File: config.mk
export PLATFORM = sky130hd
export DESIGN_NAME = hjs_stencil
export DESIGN_NICKNAME = d
export VERILOG_FILES = /design/src/rtl/core/assert_macros.svh /design/src/rtl/core/hjs_pkg.sv /design/src/rtl/core/hjs_stencil.sv
export SDC_FILE = /design/constraint.sdc
export NUM_CORES = 1
export LEC_CHECK = 0
export BUFFER_PORTS_ARGS = -buffer_cell sky130_fd_sc_hd__buf_2
export CORE_MARGIN = 3
export CORE_UTILIZATION = 27
export CTS_BUF_LIST = sky130_fd_sc_hd__clkbuf_8
export DETAILED_ROUTE_END_ITERATION = 10
export PLACE_DENSITY = 0.39
export SETUP_SLACK_MARGIN = 0.4
export SLEW_MARGIN = 5
export SYNTH_ARGS = -nofsm -noshare
export SYNTH_HDL_FRONTEND = slang
export SYNTH_SLANG_ARGS = --single-unit
File: constraint.sdc
create_clock -name clk -period 4.9 [get_ports clk]
set_input_delay 0.98 -clock clk [delete_from_list [all_inputs] [get_ports clk]]
set_output_delay 0.98 -clock clk [all_outputs]
set_load 0.05 [all_outputs]
File: src/rtl/core/assert_macros.svh
`ifndef ASSERT_MACROS_SVH
`define ASSERT_MACROS_SVH

// Same-cycle implication, checked at every rising clock edge outside reset.
`define HJS_ASSERT_IMPL(label, ante, cons, msg) \
    label: assert property (@(posedge clk) disable iff (!rst_n) (ante) |-> (cons)) \
        else $error(msg);

// Next-cycle implication, checked at every rising clock edge outside reset.
`define HJS_ASSERT_NEXT(label, ante, cons, msg) \
    label: assert property (@(posedge clk) disable iff (!rst_n) (ante) |=> (cons)) \
        else $error(msg);

`endif

File: src/rtl/core/hjs_pkg.sv
package hjs_pkg;

    localparam int MAX_SIDE       = 64;
    localparam int TEMP_BITS      = 16;
    localparam int ROW_BITS       = $clog2(MAX_SIDE);
    localparam int SIDE_BITS      = ROW_BITS + 1;
    localparam int CELL_BITS      = 2 * ROW_BITS;
    localparam int CELLS          = MAX_SIDE * MAX_SIDE;
    localparam int GRID_ADDR_BITS = CELL_BITS + 1;
    localparam int LINE_LEN       = 2 * MAX_SIDE;
    localparam int IO_TEMP_BITS   = 16;
    localparam int COORD_BITS     = 6;
    localparam int CFG_IDX_BITS   = 2;
    localparam int CFG_DATA_BITS  = 16;
    localparam int SIDE_CFG_BITS  = 7;

    typedef logic signed [TEMP_BITS-1:0]    temp_t;
    typedef logic signed [IO_TEMP_BITS-1:0] io_temp_t;

    typedef enum logic [1:0] {
        ACT_CLEAR = 2'd0,
        ACT_WRITE = 2'd1,
        ACT_SWEEP = 2'd2,
        ACT_READ  = 2'd3
    } act_t;

    typedef enum logic [CFG_IDX_BITS-1:0] {
        CFG_GRID_SIDE    = 2'd0,
        CFG_INITIAL_TEMP = 2'd1,
        CFG_WALL_TEMP    = 2'd2,
        CFG_FIRE_TEMP    = 2'd3
    } cfg_idx_t;

    typedef struct packed {
        act_t                  action;
        logic [COORD_BITS-1:0] row;
        logic [COORD_BITS-1:0] col;
        io_temp_t              cell_temp;
        logic                  cell_fire;
    } in_t;

    typedef struct packed {
        io_temp_t read_temp;
        logic     read_fire;
        logic     status;
    } out_t;

    typedef struct packed {
        logic shift;
        logic border;
        logic fire;
    } stn_ctrl_t;

    typedef enum logic [7:0] {
        ST_IDLE      = 8'b0000_0001,
        ST_CLEAR     = 8'b0000_0010,
        ST_SWEEP     = 8'b0000_0100,
        ST_SWEEP_END = 8'b0000_1000,
        ST_WRITE     = 8'b0001_0000,
        ST_READ      = 8'b0010_0000,
        ST_READ_WAIT = 8'b0100_0000,
        ST_FINISH    = 8'b1000_0000
    } state_t;

endpackage

File: src/rtl/core/hjs_stencil.sv
module hjs_stencil
    import hjs_pkg::*;
(
    input  logic      clk,
    input  stn_ctrl_t ctrl,
    input  temp_t     din,
    input  temp_t     wall,
    input  temp_t     fire_val,
    output temp_t     value
);

    // The line holds the two previous grid rows, newest entry first.
    temp_t                   line_reg [LINE_LEN];
    logic signed [TEMP_BITS+1:0] sum;
    temp_t                   mean;

    always_ff @(posedge clk)
    begin
        if (ctrl.shift)
        begin
            line_reg[0] <= din;
            for (int j = 1; j < LINE_LEN; j++)
            begin
                line_reg[j] <= line_reg[j-1];
            end
        end
    end

    always_comb
    begin
        sum = (TEMP_BITS+2)'(line_reg[LINE_LEN-1])
            + (TEMP_BITS+2)'(line_reg[MAX_SIDE])
            + (TEMP_BITS+2)'(line_reg[MAX_SIDE-2])
            + (TEMP_BITS+2)'(din);
        mean = sum[TEMP_BITS+1:2];
        if (ctrl.fire)
        begin
            value = fire_val;
        end
        else if (ctrl.border)
        begin
            value = wall;
        end
        else
        begin
            value = mean;
        end
    end

endmodule

# After elaboration in Yosys (flattened, before gate mapping)
# Memory sizes are Yosys's and may differ from the RTL's.
# Cells that the tools add are included.
# totals
output_inout_bits	16
memories	1
reg_bits	0
in_bits	52
wordCells	8
ram_bits	2048
# op_classes
mux	4
addsub	3
# memory_table
name	depth	width	rd	rd_clocked_by_memory_dff	wr	line_no	rtl
line_reg	128	16	128	0	128	hjs_stencil.sv:13	temp_t line_reg [LINE_LEN];
# op_table
op	n
2-to-1 mux 16 bit	2
adder 17 x 16 -> 18 bit	1
adder 18 x 16 -> 18 bit	1
adder 16 x 16 -> 17 bit	1
2-to-1 mux 1 bit	2

# Longest topological paths before layout
# Gate-level depths: netlist of run 1.
# logic_depth
ltp_word	5
ltp_mapped	13
ltp_nobuf	12

# Worst setup path after synthesis of run 1
# No wires, ideal clock.
# synth_path
kind	input-to-output
startpoint	input din[2]
endpoint	output value[13]
arrival_time_ps	4900
cell_stages	12
slack_ps	-980
path_cell_list	inv_1 > fa_1 > fa_1 > inv_1 > fa_1 > a21o_2 > a221oi_1 > o21ai_0 > o21ai_0 > xnor2_1 > mux2i_1 > o21ai_0
# synth_via
elab_chain_cells	3
# synth_rtl
element	line_no	rtl
from (decl)	hjs_stencil.sv:6	input temp_t din,
adder 18 x 16 -> 18 bit	hjs_stencil.sv:34	+ (TEMP_BITS+2)'(din);
2-to-1 mux 16 bit	hjs_stencil.sv:40	else if (ctrl.border)
2-to-1 mux 16 bit	hjs_stencil.sv:36	if (ctrl.fire)
to (decl)	hjs_stencil.sv:9	output temp_t value
# Every way passes these cells.

==> results.sh, run 1 <==
export IMPL_outcome="complete, but fails checks"
export IMPL_violations="setup timing"
export IMPL_finalCritPeriodShare_pct=116
export IMPL_place_congestion=0.731
export IMPL_core_area_mm2=0.233
export IMPL_first_iter_violations=1773
export IMPL_setup_viol=14
export IMPL_hold_viol=0
export IMPL_area_growth_pct=19.2
export IMPL_rsz0062_at_grt="true"
export IMPL_initial_core_util_pct=27.2
export IMPL_vias=23000
export IMPL_power_leakage_nw=25.9
export IMPL_synth_edf_count=2048
export IMPL_end_kind="primary output"
export IMPL_crit_chain="inv_2, fa_2, fa_1, nor3b_4, fa_2, a21o_4, a221oi_4, o2111ai_2, a31oi_4, buf_6, xnor2_2, buf_6, mux2i_4, o21ai_4, buf_12"
export IMPL_dp_cells=5626
export IMPL_crit_cells=15
export IMPL_min_from="din[0]"
export IMPL_nFillCells=22100
export IMPL_clock_sinks=2048
export IMPL_drive_gt1_share_pct=21.3
export IMPL_crit_arrival_ps=4690
export IMPL_die_w_um=491
export IMPL_ys_seq_area_share_pct=96.8
export IMPL_cts_buffers=356
export IMPL_netlist_area_mm2=0.0635
export IMPL_reg2reg_from="line_reg[62][2]"
export IMPL_max_freq_ghz=0.176
export IMPL_min_path_cells=1
export IMPL_multi_input_area_mm2=0.00209
export IMPL_ys_flop_type="edfxtp_1"
export IMPL_syn_num_nets=2423
export IMPL_clock_path_buffers=4
export IMPL_fin_ws_ps=-771
export IMPL_wl_per_cell_um=14.6
export IMPL_grt_max_degree=150
export IMPL_tns_ps=-7800
export IMPL_async_flop_share_pct=0
export IMPL_cp_num_buf_inv=4
export IMPL_ys_ff_latch=2048
export IMPL_grt_overflow=0
export IMPL_period_needed_ps=5670
export IMPL_clk_latency_ps=970
export IMPL_clock_skew_ps=57.0
export IMPL_syn_inst=2323
export IMPL_cap_viol_max_count=0
export IMPL_clk_pin_slew_ps=60
export IMPL_largest_reg_flops=2048
export IMPL_hold_class="input port to register"
export IMPL_drt_antenna_violating_nets=0
export IMPL_register_area_mm2=0.0615
export IMPL_antenna_found_initial=4
export IMPL_die_height_um=491
export IMPL_ioPinCount=68
export IMPL_required_ps=3920
export IMPL_dp_hpwl_um=41200
export IMPL_drtPass1Iterations=5
export IMPL_die_area_mm2=0.241
export IMPL_grt_total_usage_pct=7.49
export IMPL_cpMaxStageDelayCell="fa_1"
export IMPL_cp_max_fo=3
export IMPL_root_buffer="clkbuf_8"
export IMPL_rr_worst_depth=2
export IMPL_slew_headroom_pct=39.0
export IMPL_synth_cell_type_count=41
export IMPL_grt_pass1_vias=24700
export IMPL_cp_slowest_stage_delay_ps=560
export IMPL_port_buffers=67
export IMPL_vias_per_cell=3.68
export IMPL_yosys_warnings=0
export IMPL_critPathLaunch="line_reg[62][1]"
export IMPL_cp_start_kind="register"
export IMPL_power_density_mw_per_mm2=482
export IMPL_finalNonFillerCells=6253
export IMPL_fin_util_pct=32.5
export IMPL_drc=0
export IMPL_cts_hold_buf=0
export IMPL_routed_wl_um=91100
export IMPL_worst_slew_pin_transition_ps=914
export IMPL_vdd_ir_drop_worst_v=0.000181
export IMPL_h_tree_depth=5
export IMPL_cts_tree="built"
export IMPL_avgSynthCellArea_um2=27.4
export IMPL_fin_nets=2969
export IMPL_critPathTopFamily="adder cells"
export IMPL_grt_pass1_wl_um=144000
export IMPL_critical_path_class="register to primary output"
export IMPL_finalMaxSlewViolations=0
export IMPL_rows=177
per-stage QoR:
step / total power, mW / worst slack [ps] / hold slack [ps] / cell area [um^2]
6_report: 36.5 / -771 / 224 / 75800
5_1_grt: 38.5 / -1050 / 104 / 75800
4_1_cts: 37.4 / -1020 / 52.6 / 75600
3_5_place_dp: 22.9 / -843 / 405 / 69000
3_3_place_gp: 22.9 / -858 / 401 / 69000
2_1_floorplan: 21.6 / -34.3 / 400 / 63700
timing repair:
item | 4_1_cts | 5_1_grt
setup buffers | 10 | 7
gates cloned | 0 | 0
setup endpoints to repair | 16 | 16
pin swaps | 33 | 25
gates resized for setup | 83 | 15
final timing paths:
check | end | slack, ps
max | value[15] | -770
min | line_reg[0][0] | 220
max reg2reg | line_reg[63][2] | 3960
min reg2reg | line_reg[110][6] | 370
layout by cell type (no fill, tap or decap), types with 4 or more instances in the layout:
| cell type | synthesis | layout |
|---|---|---|
| fa_1 | 33 | 30 |
| buf_2 | 0 | 50 |
| bufinv_16 | 0 | 7 |
| a21oi_1 | 18 | 13 |
| buf_4 | 0 | 95 |
| o21ai_0 | 14 | 4 |
| clkinvlp_4 | 0 | 7 |
| buf_8 | 0 | 4 |
| ha_1 | 15 | 12 |
| a21o_1 | 6 | 6 |
| xor2_1 | 6 | 4 |
| clkinv_2 | 0 | 37 |
| clkbuf_8 | 0 | 359 |
| buf_12 | 0 | 22 |
| edfxtp_1 | 2048 | 2048 |
| nand2_1 | 17 | 17 |
| o211ai_1 | 4 | 4 |
| clkinv_1 | 0 | 95 |
| inv_2 | 0 | 7 |
| inv_1 | 99 | 192 |
| buf_6 | 0 | 24 |
| o21ai_4 | 0 | 4 |
routing by layer:
metal / track usage, % / vias up / part of all wire [%] / wire (um)
met5: 0 / - / 0 / 0
met4: 3.79 / 0 / 3.3 / 2980
met3: 2.43 / 251 / 5.1 / 4610
met2: 10.4 / 465 / 44 / 39800
met1: 10.5 / 11900 / 48 / 43700
li1: - / 10400 / - / -
cell families (layout without fill, tap and decap cells):
kind of cell	Yosys count	count (layout)	share of synthesized area, %
simple gates	33	33	0.246
mux	3	3	0.0473
compound gates	70	70	0.744
flops	2048	2048	96.8
fa+ha+maj	48	48	1.34
buf+inv	106	901	0.626
xor+xnor	15	15	0.207
other cells	0	3	0
synth_stat cells (2+ instances only):
library cell	n	area share, %
xor2_1	6	0.083
o31ai_2	2	0.039
o21a_1	6	0.071
xnor2_1	9	0.12
a21o_1	6	0.071
fa_1	33	1.0
ha_1	15	0.30
a21oi_1	18	0.14
a22oi_1	2	0.024
a32oi_1	2	0.028
nor2b_1	2	0.020
o22ai_1	2	0.020
o21ai_0	14	0.11
clkbuf_1	7	0.041
nor2_1	4	0.024
inv_1	99	0.58
edfxtp_1	2048	97
nand2b_1	2	0.020
o211ai_1	4	0.047
mux2i_1	3	0.047
and2_1	2	0.020
a31oi_1	2	0.020
nand2_1	17	0.10
final cells by class:
type	count	share of cell area (%)
clock buffer	359	6.52
timing repair buffer	195	2.29
inverter	99	0.500
tap	3132	5.17
multi-input combinational	169	2.76
clock inverter	248	1.57
antenna	3	0.00991
sequential	2048	81.2
where the power goes:
part | switching [mW] | internal (mW) | leakage [nW]
Combinational | 1.28 | 0.939 | 2.32
Clock | 6.51 | 7.14 | 3.52
Sequential | 0.268 | 20.4 | 20.0
Total | 8.06 | 28.5 | 25.9
worst register-to-register path: stages (launching register included):
cell	delay (ps)
edfxtp_1	410
buf_4	160
buf_4	120
No activity file was read; power rests on OpenSTA's default activity.
==> run 2: changes to the inputs <==
--- a/config.mk
+++ b/config.mk
@@ -6,11 +6,13 @@
 export NUM_CORES = 1
 export LEC_CHECK = 0
 export BUFFER_PORTS_ARGS = -buffer_cell sky130_fd_sc_hd__buf_2
+export CELL_PAD_IN_SITES_DETAIL_PLACEMENT = 0
+export CELL_PAD_IN_SITES_GLOBAL_PLACEMENT = 1
 export CORE_MARGIN = 3
 export CORE_UTILIZATION = 27
 export CTS_BUF_LIST = sky130_fd_sc_hd__clkbuf_8
 export DETAILED_ROUTE_END_ITERATION = 10
-export PLACE_DENSITY = 0.39
+export PLACE_DENSITY = 0.42
 export SETUP_SLACK_MARGIN = 0.4
 export SLEW_MARGIN = 5
 export SYNTH_ARGS = -nofsm -noshare
==> results.sh, run 2 (synthesis gave the netlist of run 1 again) <==
export IMPL_fin_area_mm2=0.0759
export IMPL_crit_arrival_ps=4530
export IMPL_regToRegSetupSlack_ps=4050
export IMPL_grt_util_met2_pct=9.95
export IMPL_intPower_mw=28.3
export IMPL_first_iter_violations=1827
export IMPL_port_buffers=67
export IMPL_pwr_share_clk_pct=37.1
export IMPL_vias=23100
export IMPL_routed_wl_um=91100
export IMPL_power_leakage_nw=25.9
export IMPL_outcome="complete, but fails checks"
export IMPL_finalMaxSlewViolations=0
export IMPL_slew_headroom_pct=42.4
export IMPL_drc=0
export IMPL_finalCritPeriodShare_pct=112
export IMPL_vias_per_cell=3.70
export IMPL_min_path_cells=1
export IMPL_cp_max_fo=3
export IMPL_violations="setup timing"
export IMPL_core_area_mm2=0.233
export IMPL_dp_hpwl_um=42600
export IMPL_setup_viol=14
export IMPL_largest_reg_flops=2048
export IMPL_busiest_layer="met1"
export IMPL_rr_worst_depth=0
export IMPL_finalPower_mw=36.3
export IMPL_clock_path_buffers=4
export IMPL_switching_share_pct=21.9
export IMPL_hold_slack_ps=215
export IMPL_pre_cts_slack_ps=-748
export IMPL_final_common_cell="edfxtp_1"
export IMPL_cp_slowest_stage_delay_ps=510
export IMPL_area_growth_pct=19.4
export IMPL_wl_per_cell_um=14.6
export IMPL_hold_path_end="line_reg[0][11]"
export IMPL_drtPass1Iterations=4
export IMPL_cpMaxStageDelayCell="fa_1"
export IMPL_netSwitchingPower_mw=7.97
export IMPL_vdd_ir_drop_worst_v=0.000268
export IMPL_grt_use_met3_pct=2.47
export IMPL_drt_antenna_violating_nets=0
export IMPL_hold_class="input port to register"
export IMPL_clk_latency_ps=990
export IMPL_grt_overflow=0
export IMPL_initial_core_util_pct=27.2
export IMPL_cts_tree="built"
export IMPL_cts_buffers=355
export IMPL_period_needed_ps=5510
export IMPL_antenna_found_initial=9
export IMPL_worst_slew_pin_transition_ps=864
export IMPL_clk_pin_slew_ps=60
export IMPL_critPathTopFamily="adder cells"
export IMPL_grt_max_degree=129
export IMPL_rows=177
export IMPL_tns_ps=-6230
export IMPL_root_buffer="clkbuf_8"
export IMPL_grt_total_usage_pct=7.46
export IMPL_h_tree_depth=5
export IMPL_comb_power_share_pct=6.0
export IMPL_power_density_mw_per_mm2=479
export IMPL_grt_pass1_wl_um=143000
export IMPL_min_from="din[11]"
export IMPL_max_freq_ghz=0.182
export IMPL_fin_nets=2971
export IMPL_place_area_mm2=0.0690
export IMPL_clock_sinks=2048
export IMPL_layout_common_cells="edfxtp_1, clkbuf_8, inv_1, buf_4, clkinv_1"
export IMPL_r2r_end="line_reg[63][0]"
export IMPL_die_area_mm2=0.241
export IMPL_clock_skew_ps=66.6
export IMPL_end_kind="primary output"
export IMPL_grt_pass1_vias=24700
export IMPL_place_congestion=0.737
export IMPL_critical_path_class="register to primary output"
export IMPL_hold_viol=0
export IMPL_seqPwrFrac_pct=56.9
export IMPL_cp_start_kind="register"
export IMPL_rsz0062_at_grt="true"
export IMPL_reg2reg_from="line_reg[62][0]"
export IMPL_ioPinCount=68
export IMPL_die_height_um=491
export IMPL_die_w_um=491
export IMPL_crit_chain="inv_1, fa_2, fa_1, nor3b_2, fa_2, a21o_4, a221oi_4, buf_4, buf_6, o21ai_4, o21ai_2, xnor2_2, mux2i_4, o21ai_4, buf_12"
export IMPL_cap_viol_max_count=0
export IMPL_required_ps=3920
export IMPL_finalNonFillerCells=6241
export IMPL_dp_cells=5624
export IMPL_cp_num_buf_inv=4
export IMPL_grtUsageMet1_pct=10.7
export IMPL_fin_util_pct=32.5
export IMPL_drive_gt1_share_pct=21.8
export IMPL_fin_ws_ps=-608
export IMPL_nFillCells=22000
[run 2: changes by cell type in the layout (fill, tap and decap cells not counted), moves of 4 or more]
cell and change:
clkinv_1 -13, clkinv_2 -17, fa_1 -6, fa_2 +6
ha_1 -4, inv_1 +8, inv_2 +7
[run 2: worst max-delay path by stage]
stage	start	endpoint	slack, ps	cells after the start
after global routing	line_reg[62][2]	value[13]	-880	15
final	line_reg[62][0]	value[13]	-610	15
after CTS	line_reg[62][0]	value[15]	-790	13
after global placement	din[14]	value[15]	-810	15
after detailed placement	din[14]	value[15]	-750	15
after floorplan	din[3]	value[12]	-30	12
[run 2: repair_timing]
action | CTS | global route
buffers inserted | 14 | 8
pin swaps | 30 | 29
gates resized for setup | 106 | 24
hold buffers | 0 | 0
endpoints found under the setup margin | 16 | 16
[run 2: metal layers]
metal / part of all wire [%] / up-vias
li1: - / 10400
met1: 49 / 11900
met2: 42 / 491
met3: 5.6 / 247
met4: 3.7 / 0
met5: 0 / -
[run 2: area by class of cell]
| type | count | area [um^2] | area share [%] |
|---|---|---|---|
| clock buffer | 357 | 4910 | 6.48 |
| tap | 3132 | 3920 | 5.17 |
| antenna | 1 | 2.50 | 0.00330 |
| multi-input combinational | 169 | 2240 | 2.96 |
| timing repair buffer | 198 | 1770 | 2.34 |
| clock inverter | 237 | 1120 | 1.48 |
| inverter | 99 | 379 | 0.500 |
| sequential | 2048 | 61500 | 81.1 |
[run 2: power by group through the flow]
| stage | sequential (mW) | combinational (mW) | clock [mW] |
|---|---|---|---|
| final | 20.7 | 2.17 | 13.5 |
| after global routing | 20.8 | 2.34 | 15.1 |
| after CTS | 20.7 | 2.10 | 14.3 |
| after detailed placement | 21.0 | 1.75 | 0 |
| after global placement | 21.0 | 1.72 | 0 |
| after floorplan | 20.9 | 0.662 | 0 |
